==> src/rtl/assert_macros.svh <==
// Assertion helpers for the hash engine.
`ifndef ASSERT_MACROS_SVH
`define ASSERT_MACROS_SVH
`ifndef SYNTHESIS
`define CHK_IMPL(label, clk, rst, ante, cons) \
  label: assert property (@(posedge clk) disable iff (rst) (ante) |-> (cons)) \
    else $error("check failed");
`define CHK_NEXT(label, clk, rst, ante, cons) \
  label: assert property (@(posedge clk) disable iff (rst) (ante) |=> (cons)) \
    else $error("check failed");
`else
`define CHK_IMPL(label, clk, rst, ante, cons)
`define CHK_NEXT(label, clk, rst, ante, cons)
`endif
`endif

==> src/rtl/mmd5_pkg.sv <==
`default_nettype none
package mmd5_pkg;
  localparam logic [7:0] PAD_FIRST = 8'h91;
  localparam logic [0:0] OP_ABSORB = 1'b0;
  localparam logic [0:0] OP_FINISH = 1'b1;
  localparam logic [31:0] INIT_W [4] = '{32'h71452301, 32'hefcdab79, 32'h98badcae,
    32'h10325496};

  typedef enum logic [2:0] {
    ST_IDLE, ST_PAD, ST_LEN, ST_ROUND, ST_FOLD, ST_OUT
  } state_t;

  function automatic logic [31:0] round_k(input logic [5:0] r);
    logic [31:0] k [64];
    k = '{
      32'hc76aa478, 32'hf8c7b756, 32'h242070db, 32'hc1bdceee,
      32'he57c0faf, 32'h4787c62a, 32'ha8304613, 32'hfd469501,
      32'h698098d8, 32'h8b44f7af, 32'hffff5bb1, 32'h895cd7be,
      32'h6b901122, 32'hfd987193, 32'ha679438e, 32'h49b40821,
      32'hf61e2562, 32'hc040b340, 32'h265e5a51, 32'he9b6c7aa,
      32'hd62f105d, 32'h02441453, 32'hd8a1e681, 32'he7d3fbc8,
      32'h21e1cde6, 32'hc33707d6, 32'hf4d50d87, 32'h455a14ed,
      32'ha9e3e905, 32'hfcefa3f8, 32'h676f02d9, 32'h8d2a4c8a,
      32'hfffa3942, 32'h8771f681, 32'h6d9d6122, 32'hfde5380c,
      32'ha4beea44, 32'h4bdecfa9, 32'hf6bb4b60, 32'hbebfbc70,
      32'h289b7ec6, 32'heaa127fa, 32'hd4ef3085, 32'h04881d05,
      32'hd9d4d039, 32'he6db99e5, 32'h1fa27cf8, 32'hc4ac5665,
      32'hf4292244, 32'h432aff97, 32'hab9423a7, 32'hfc93a039,
      32'h655b59c3, 32'h8f0ccc92, 32'hffeff47d, 32'h85845dd1,
      32'h6fa87e4f, 32'hfe2ce6e0, 32'ha3014314, 32'h4e0811a1,
      32'hf7537e82, 32'hbd3af235, 32'h2ad7d2bb, 32'heb86d391};
    return k[r];
  endfunction

  function automatic logic [4:0] rot_amt(input logic [5:0] r);
    logic [4:0] s;
    unique case ({r[5:4], r[1:0]})
      4'h0: s = 5'd9;  4'h1: s = 5'd14; 4'h2: s = 5'd19; 4'h3: s = 5'd24;
      4'h4: s = 5'd7;  4'h5: s = 5'd11; 4'h6: s = 5'd16; 4'h7: s = 5'd22;
      4'h8: s = 5'd6;  4'h9: s = 5'd13; 4'ha: s = 5'd18; 4'hb: s = 5'd25;
      4'hc: s = 5'd8;  4'hd: s = 5'd12; 4'he: s = 5'd17; default: s = 5'd23;
    endcase
    return s;
  endfunction

  // Message word index used by round r.
  function automatic logic [3:0] word_sel(input logic [5:0] r);
    logic [3:0] g;
    unique case (r[5:4])
      2'd0: g = r[3:0];
      2'd1: g = 4'(5 * r[3:0] + 1);
      2'd2: g = 4'(3 * r[3:0] + 5);
      default: g = 4'(7 * r[3:0]);
    endcase
    return g;
  endfunction

  typedef struct packed {
    logic        start;
    logic [5:0]  round;
  } rnd_ctl_t;
endpackage
`default_nettype wire

==> src/rtl/mmd5_buf.sv <==
`default_nettype none
// Block buffer: 16 little-endian words with per-byte write enables.
module mmd5_buf (
  input  wire logic        clk,
  input  wire logic        wr_en,
  input  wire logic [5:0]  wr_addr,
  input  wire logic [7:0]  wr_data,
  input  wire logic [3:0]  rd_addr,
  output logic [31:0]      rd_data
);
  import mmd5_pkg::*;
  logic [31:0] mem [16];

  always_ff @(posedge clk) begin
    if (wr_en) begin
      mem[wr_addr[5:2]][8*wr_addr[1:0] +: 8] <= wr_data;
    end
    rd_data <= mem[rd_addr];
  end
endmodule
`default_nettype wire

==> src/rtl/mmd5_round.sv <==
`default_nettype none
// Round datapath: one MD5-style round per cycle while step is high, on the working registers.
module mmd5_round (
  input  wire logic               clk,
  input  wire mmd5_pkg::rnd_ctl_t ctl,
  input  wire logic               step,
  input  wire logic [31:0]        init_a,
  input  wire logic [31:0]        init_b,
  input  wire logic [31:0]        init_c,
  input  wire logic [31:0]        init_d,
  input  wire logic [31:0]        word,
  output logic [31:0]             a,
  output logic [31:0]             b,
  output logic [31:0]             c,
  output logic [31:0]             d
);
  import mmd5_pkg::*;
  logic [31:0] f, sum, rot;
  logic [4:0]  s;

  always_comb begin
    unique case (ctl.round[5:4])
      2'd0: f = (b & c) | ((~b & d) ^ c);
      2'd1: f = (b & d) | ((c & ~d) ^ b);
      2'd2: f = b ^ c ^ d ^ (b & c);
      default: f = c ^ (b | ~d) ^ d;
    endcase
    sum = a + f + word + round_k(ctl.round);
    s = rot_amt(ctl.round);
    rot = (sum << s) | (sum >> (6'd32 - {1'b0, s}));
  end

  always_ff @(posedge clk) begin
    if (ctl.start) begin
      a <= init_a; b <= init_b; c <= init_c; d <= init_d;
    end else if (step) begin
      a <= d; d <= c; c <= b; b <= b + rot;
    end
  end
endmodule
`default_nettype wire

==> src/rtl/modified_md5_hash_engine_unit.sv <==
`default_nettype none
// Altered-MD5 byte hash engine. Each absorb transfer writes one buffer byte;
// the 64th byte of a block starts 64 rounds in a single shared round unit
// (one per cycle, reading one buffer word per cycle through the registered
// buffer read) plus a setup and a fold step; no input is taken then. A finish
// pads the buffer one byte per cycle, paused while a block compresses (one or
// two blocks in all), then delivers 16 digest bytes, one per output transfer.
module modified_md5_hash_engine_unit (
  input  wire logic       clk,
  input  wire logic       rst,
  input  wire logic       in_valid,
  output logic            in_ready,
  input  wire logic       op,
  input  wire logic [7:0] data_byte,
  output logic            out_valid,
  input  wire logic       out_ready,
  output logic [7:0]      digest_byte,
  output logic            digest_last
);
  import mmd5_pkg::*;
  `include "assert_macros.svh"

  state_t state, state_next, after_blk, after_blk_next;
  logic [31:0] h [4];
  logic [60:0] count;
  logic [63:0] bits;
  logic [5:0]  rnd;
  logic        rnd_pre;
  logic [3:0]  obyte;
  logic [2:0]  lidx;
  logic        acc;
  logic        wr_en;
  logic [5:0]  wr_addr;
  logic [7:0]  wr_data;
  logic [31:0] word, a, b, c, d;
  rnd_ctl_t    ctl;
  logic        step;

  assign acc = in_valid && in_ready;
  assign wr_addr = count[5:0];

  always_comb begin
    in_ready = (state == ST_IDLE);
    out_valid = (state == ST_OUT);
    wr_en = 1'b0;
    wr_data = data_byte;
    unique case (state)
      ST_IDLE: begin
        wr_en = acc && (op == OP_ABSORB);
      end
      ST_PAD: begin
        wr_en = 1'b1;
        wr_data = (lidx == 3'd0 && bits[63]) ? PAD_FIRST : 8'h00;
      end
      ST_LEN: begin
        wr_en = 1'b1;
        wr_data = bits[8*lidx +: 8];
      end
      default: ;
    endcase
  end

  // bits[63] marks that the first pad byte is still to be written
  always_comb begin
    state_next = state;
    after_blk_next = after_blk;
    unique case (state)
      ST_IDLE: if (acc) begin
        if (op == OP_FINISH) state_next = ST_PAD;
        else if (count[5:0] == 6'd63) begin
          state_next = ST_ROUND; after_blk_next = ST_IDLE;
        end
      end
      ST_PAD: begin
        if (count[5:0] == 6'd55) state_next = ST_LEN;
        else if (count[5:0] == 6'd63) begin
          state_next = ST_ROUND; after_blk_next = ST_PAD;
        end
      end
      ST_LEN: if (lidx == 3'd7) begin
        state_next = ST_ROUND; after_blk_next = ST_OUT;
      end
      ST_ROUND: if (!rnd_pre && rnd == 6'd63) state_next = ST_FOLD;
      ST_FOLD: state_next = after_blk;
      ST_OUT: if (out_ready && obyte == 4'd15) state_next = ST_IDLE;
      default: state_next = ST_IDLE;
    endcase
  end

  assign ctl.start = (state != ST_ROUND) && (state_next == ST_ROUND);
  assign ctl.round = rnd;
  assign step = (state == ST_ROUND) && !rnd_pre;

  mmd5_buf u_buf (
    .clk(clk), .wr_en(wr_en), .wr_addr(wr_addr), .wr_data(wr_data),
    .rd_addr(word_sel(rnd_pre ? 6'd0 : 6'(rnd + 6'd1))), .rd_data(word)
  );

  mmd5_round u_round (
    .clk(clk), .ctl(ctl), .step(step),
    .init_a(h[0]), .init_b(h[1]), .init_c(h[2]), .init_d(h[3]),
    .word(word), .a(a), .b(b), .c(c), .d(d)
  );

  always_ff @(posedge clk) begin
    if (rst) begin
      state <= ST_IDLE;
      after_blk <= ST_IDLE;
      count <= '0;
      obyte <= '0;
      lidx <= '0;
      rnd <= '0;
      rnd_pre <= 1'b0;
      for (int i = 0; i < 4; i++) h[i] <= INIT_W[i];
    end else begin
      state <= state_next;
      after_blk <= after_blk_next;
      if (wr_en && state != ST_LEN) count <= count + 61'd1;
      if (state == ST_IDLE && acc && op == OP_FINISH) begin
        bits <= {1'b1, count, 2'b00};
        lidx <= '0;
      end
      if (state == ST_PAD) begin
        if (count[5:0] == 6'd55) begin
          // The marker leaves; the stored count moves into bit-count position.
          bits <= {bits[62:2], 3'b000};
        end else begin
          bits[63] <= 1'b0;
        end
      end
      if (state == ST_LEN) begin
        lidx <= lidx + 3'd1;
        count[5:0] <= count[5:0] + 6'd1;
      end
      if (ctl.start) begin
        rnd <= '0; rnd_pre <= 1'b1;
      end else if (state == ST_ROUND) begin
        rnd_pre <= 1'b0;
        if (!rnd_pre) rnd <= rnd + 6'd1;
      end
      if (state == ST_FOLD) begin
        h[0] <= h[0] + a; h[1] <= h[1] + b; h[2] <= h[2] + c; h[3] <= h[3] + d;
      end
      if (state == ST_OUT && out_ready) begin
        obyte <= obyte + 4'd1;
        if (obyte == 4'd15) begin
          for (int i = 0; i < 4; i++) h[i] <= INIT_W[i];
          count <= '0;
        end
      end
    end
  end

  assign digest_byte = h[obyte[3:2]][8*obyte[1:0] +: 8];
  assign digest_last = (obyte == 4'd15);

  `CHK_IMPL(a_ready_idle, clk, rst, in_ready, !out_valid)
  `CHK_NEXT(a_last_ends, clk, rst, out_valid && out_ready && digest_last, in_ready)
  `CHK_IMPL(a_no_write_round, clk, rst, state == ST_ROUND, !wr_en)
endmodule
`default_nettype wire

==> config.mk <==
export PLATFORM = sky130hd
export DESIGN_NAME = modified_md5_hash_engine_unit
export DESIGN_NICKNAME = d
export VERILOG_FILES = /design/src/rtl/mmd5_pkg.sv /design/src/rtl/mmd5_buf.sv /design/src/rtl/mmd5_round.sv /design/src/rtl/modified_md5_hash_engine_unit.sv
export VERILOG_INCLUDE_DIRS = /design/src /design/src/rtl
export SDC_FILE = /design/constraint.sdc
export NUM_CORES = 2
export LEC_CHECK = 0
export BUFFER_PORTS_ARGS = -buffer_cell sky130_fd_sc_hd__clkbuf_2
export CELL_PAD_IN_SITES_DETAIL_PLACEMENT = 1
export CELL_PAD_IN_SITES_GLOBAL_PLACEMENT = 1
export CORE_MARGIN = 10
export CORE_UTILIZATION = 51
export DETAILED_ROUTE_END_ITERATION = 6
export HOLD_SLACK_MARGIN = 0.05
export PLACE_DENSITY = 0.88
export SKIP_CTS_REPAIR_TIMING = 1
export SYNTH_ARGS = -nofsm -noshare
export SYNTH_HDL_FRONTEND = slang
export SYNTH_SLANG_ARGS = --single-unit
==> constraint.sdc <==
create_clock -name clk -period 12.4 [get_ports clk]
set_input_delay 0 -clock clk [delete_from_list [all_inputs] [get_ports clk]]
set_output_delay 0 -clock clk [all_outputs]
set_load 0.005 [all_outputs]
==> impl_metrics.json <==
{
  "status": "finished clean",
  "cts_tree": "done",
  "fin_crit_sh_pct": 91.8,
  "chipWidth_um": 363,
  "p_leak_nw": 24.0,
  "r2r_end": "u_round.b[31]$_DFFE_PP_",
  "maxCapViolCount": 0,
  "final-instance-count-excl-fill": 7711,
  "syn_nets": 6602,
  "crit_required_ns": 12.93,
  "grt.total_usage_pct": 32.4,
  "fin_skew_ns": 0.0616,
  "antenna_found_initial": 5,
  "place_area_um2": 61400,
  "cts.root.buffer_cell": "clkbuf_16",
  "setup.worst_path.end_class": "register",
  "cts.clk_slew.worst_paths_ns": 0.07,
  "synth_edf_count": 768,
  "cts.sink_count": 951,
  "area_delta_synth_final_pct": 8.43,
  "synth_area_um2": 60000,
  "syn_inst": 6261,
  "grt_first_pass_wirelength_mm": 332,
  "drive_above_1_share_pct": 7.18,
  "yosysTopAreaCell": "edfxtp_1",
  "gr-usage-met2_pct": 53.2,
  "grt_pass1_vias": 53500,
  "grt.overflow.total": 0,
  "fin_setup_tns_ns": 0,
  "gp_congestion": 1.02,
  "rsz0062_at_grt": "no",
  "ys_ff_latch": 951,
  "fin_nets": 6432,
  "die_y_um": 363,
  "vias": 51800,
  "drtPass1Iterations": 6,
  "crit_path_frequent_cell": "a211oi_1",
  "htree_levels": 3,
  "clk_path_buf_depth": 3,
  "slew_viol_final": 0,
  "place_inst": 7506,
  "port_buffers": 23,
  "core.rowCount": 125,
  "die-area_um2": 132000,
  "ir_worst_vdd_uv": 149,
  "start_util_pct": 51.5,
  "crit_start": "rnd[0]$_SDFFE_PP0P_",
  "critical_path_class": "reg -> reg",
  "hold_viol_final": 0,
  "worstSetupStartpointType": "register",
  "drtIter0Drc": 5481,
  "coreArea_um2": 117000,
  "synth_flop_cell": "edfxtp_1",
  "slowest_stage": "a211oi_1",
  "synthTopCellsByArea": "edfxtp_1 38%, nand2_1 6.2%, dfxtp_1 6.1%",
  "worst-path-max-fanout": 27,
  "cp.arrival_ns": 11.92,
  "async_flop_share_pct": 0,
  "drc": 0,
  "dp_hpwl_mm": 154,
  "utilization_pct": 55.8,
  "final_cell_area_um2": 65100,
  "antenna_left": 0,
  "min_from": "in_valid",
  "relSlewSlack_pct": 3.93,
  "ys_seq_area_share_pct": 44.5,
  "rrSetupSlack_ns": 1.01,
  "finalSetupViolations": 0,
  "grt.busiest_layer": "met2",
  "wirelength_mm": 221,
  "vias_per_cell": 6.72,
  "grt_max_degree": 201,
  "pin_count": 24,
  "worst_pin_slew_ns": 1.43,
  "global_route.usage.met1_pct": 40.4,
  "ys_types": 95,
  "worstReg2RegStart": "rnd[0]$_SDFFE_PP0P_",
  "cts_buffers": 102,
  "max_freq_mhz": 87.8,
  "min_path_type": "in -> reg",
  "worstSetupEndpoint": "u_round.b[31]$_DFFE_PP_",
  "clk_latency_ns": 0.72,
  "powerDensity_nw_per_um2": 109,
  "yosysWarnings": 0,
  "slowest_delay_ns": 0.66,
  "finalWorstPathRequiredPeriod_ns": 11.39,
  "syn-mean-instance-area_um2": 9.59,
  "yosys.area.top_type_share_pct": 38.4,
  "rr_worst_depth": 37,
  "use_met3_pct": 5.99,
  "wire_per_inst_um": 28.6
}
sequential cells by signal, summed over array words and instances, names as in the netlist, named ones only:
| signal | count |
|---|---|
| u_buf.mem | 512 |
| state | 3 |
| lidx | 3 |
| u_round.a | 32 |
| count | 61 |
| rnd_pre | 1 |
| u_round.c | 32 |
| u_round.b | 32 |
| u_buf.rd_data | 32 |
| u_round.s | 5 |
| bits | 64 |
| obyte | 4 |
| rnd | 6 |
| after_blk | 2 |
| u_round.d | 32 |
| h | 128 |
cell usage after synthesis, types with 13 or more instances:
library cell and count:
o211ai_1 71, o22ai_1 16, nand2b_1 49, mux4_2 72, inv_1 248, o21a_1 27
a31oi_1 100, nand3_1 134, a311oi_1 81, ha_1 258, a21boi_0 14, dfxtp_1 183
or3_1 71, a21o_1 90, o221ai_1 18, nor2b_1 40, nand4_1 33, nand2_1 986
o2111ai_1 32, edfxtp_1 768, nor2_1 499, a211o_1 13, clkbuf_1 324, a21oi_1 409
o21ai_0 399, buf_1 52, a211oi_1 220, mux2i_1 175, or2_2 13, o21bai_1 20
xnor2_1 140, mux2_2 22, o31ai_1 21, and3_1 34, and2_1 149, fa_1 70
xor2_1 136, nor3_1 68
per-layer routing:
metal / wire length [um] / part of all wire, %
met1: 85500 / 39
met2: 104000 / 47
met3: 18000 / 8.1
met4: 13300 / 6.0
met5: 25 / 0.011
worst min-delay path by stage:
stage	endpoint	slack, ns	cells past startpoint
after global placement	state[2]$_SDFF_PP0_	0.43	4
final	count[0]$_SDFF_PP0_	0.05	6
after global routing	count[0]$_SDFF_PP0_	0.06	6
after floorplan	state[2]$_SDFF_PP0_	0.22	3
after CTS	state[2]$_SDFF_PP0_	-0.25	4
after detailed placement	state[2]$_SDFF_PP0_	0.46	4
cell type report:
cell class,instances,area [um2]
Tap cell,1524,1910
Inverter,255,957
Fill cell,12700,51400
Clock inverter,72,902
Timing Repair Buffer,114,850
Sequential cell,951,26700
Clock buffer,122,2720
Multi-Input combinational cell,4667,31000
Antenna cell,6,15.0
power breakdown:
| part | internal, mW | switching, mW |
|---|---|---|
| sequential | 3.49 | 0.0358 |
| combinational | 0.0726 | 0.177 |
| clock | 1.93 | 1.40 |
| total | 5.49 | 1.61 |
metrics by stage:
step                total power [mW]  worst slack [ns]  hold WS [ns]
detailed placement              3.82              1.34         0.459
global placement                3.80              1.62         0.425
finish                          7.10              1.01        0.0470
global route                    7.26             0.488        0.0581
floorplan                       3.72              2.98         0.222
CTS                             7.10              1.25        -0.246
cells in the final DEF (no fill, tap or decap), types with 34 or more instances in the layout:
cell,instances
o211ai_1,71
a211oi_1,219
nor2b_1,40
clkbuf_16,103
buf_4,83
and3_1,34
a21o_1,89
dfxtp_1,176
nand2b_1,49
nor3_1,68
inv_1,247
nand2_1,981
ha_1,258
o21ai_0,398
a31oi_1,100
edfxtp_1,768
or3_1,71
nand3_1,133
mux4_2,72
xor2_1,135
a311oi_1,81
and2_1,148
a21oi_1,407
mux2i_1,175
xnor2_1,139
nor2_1,496
fa_1,70
cell families (layout without fill, tap and decap cells):
logic type | after synthesis | in the layout | share of synthesized area [%]
AND/OR/NAND/NOR | 2128 | 2128 | 15.7
AO/OA/AOI/OAI | 1664 | 1664 | 17.8
flip-flops | 951 | 951 | 44.5
buffers and inverters | 643 | 563 | 4.06
adder cells (fa/ha/maj) | 328 | 328 | 7.71
XOR/XNOR | 278 | 278 | 4.11
multiplexers | 269 | 269 | 6.03
other | 0 | 6 | 0
critical path, delay by kind of cell (launching register included):
family,cells,cell delay (ns)
adders and majority gates,5,1.85
and+or+nand+nor,5,1.26
buffers and inverters,5,0.91
xor gates and xnor gates,1,0.41
DFF,1,0.35
muxes,3,0.87
AOI/OAI and AO/OA,18,5.53
No activity file was read; power rests on OpenSTA's default activity.
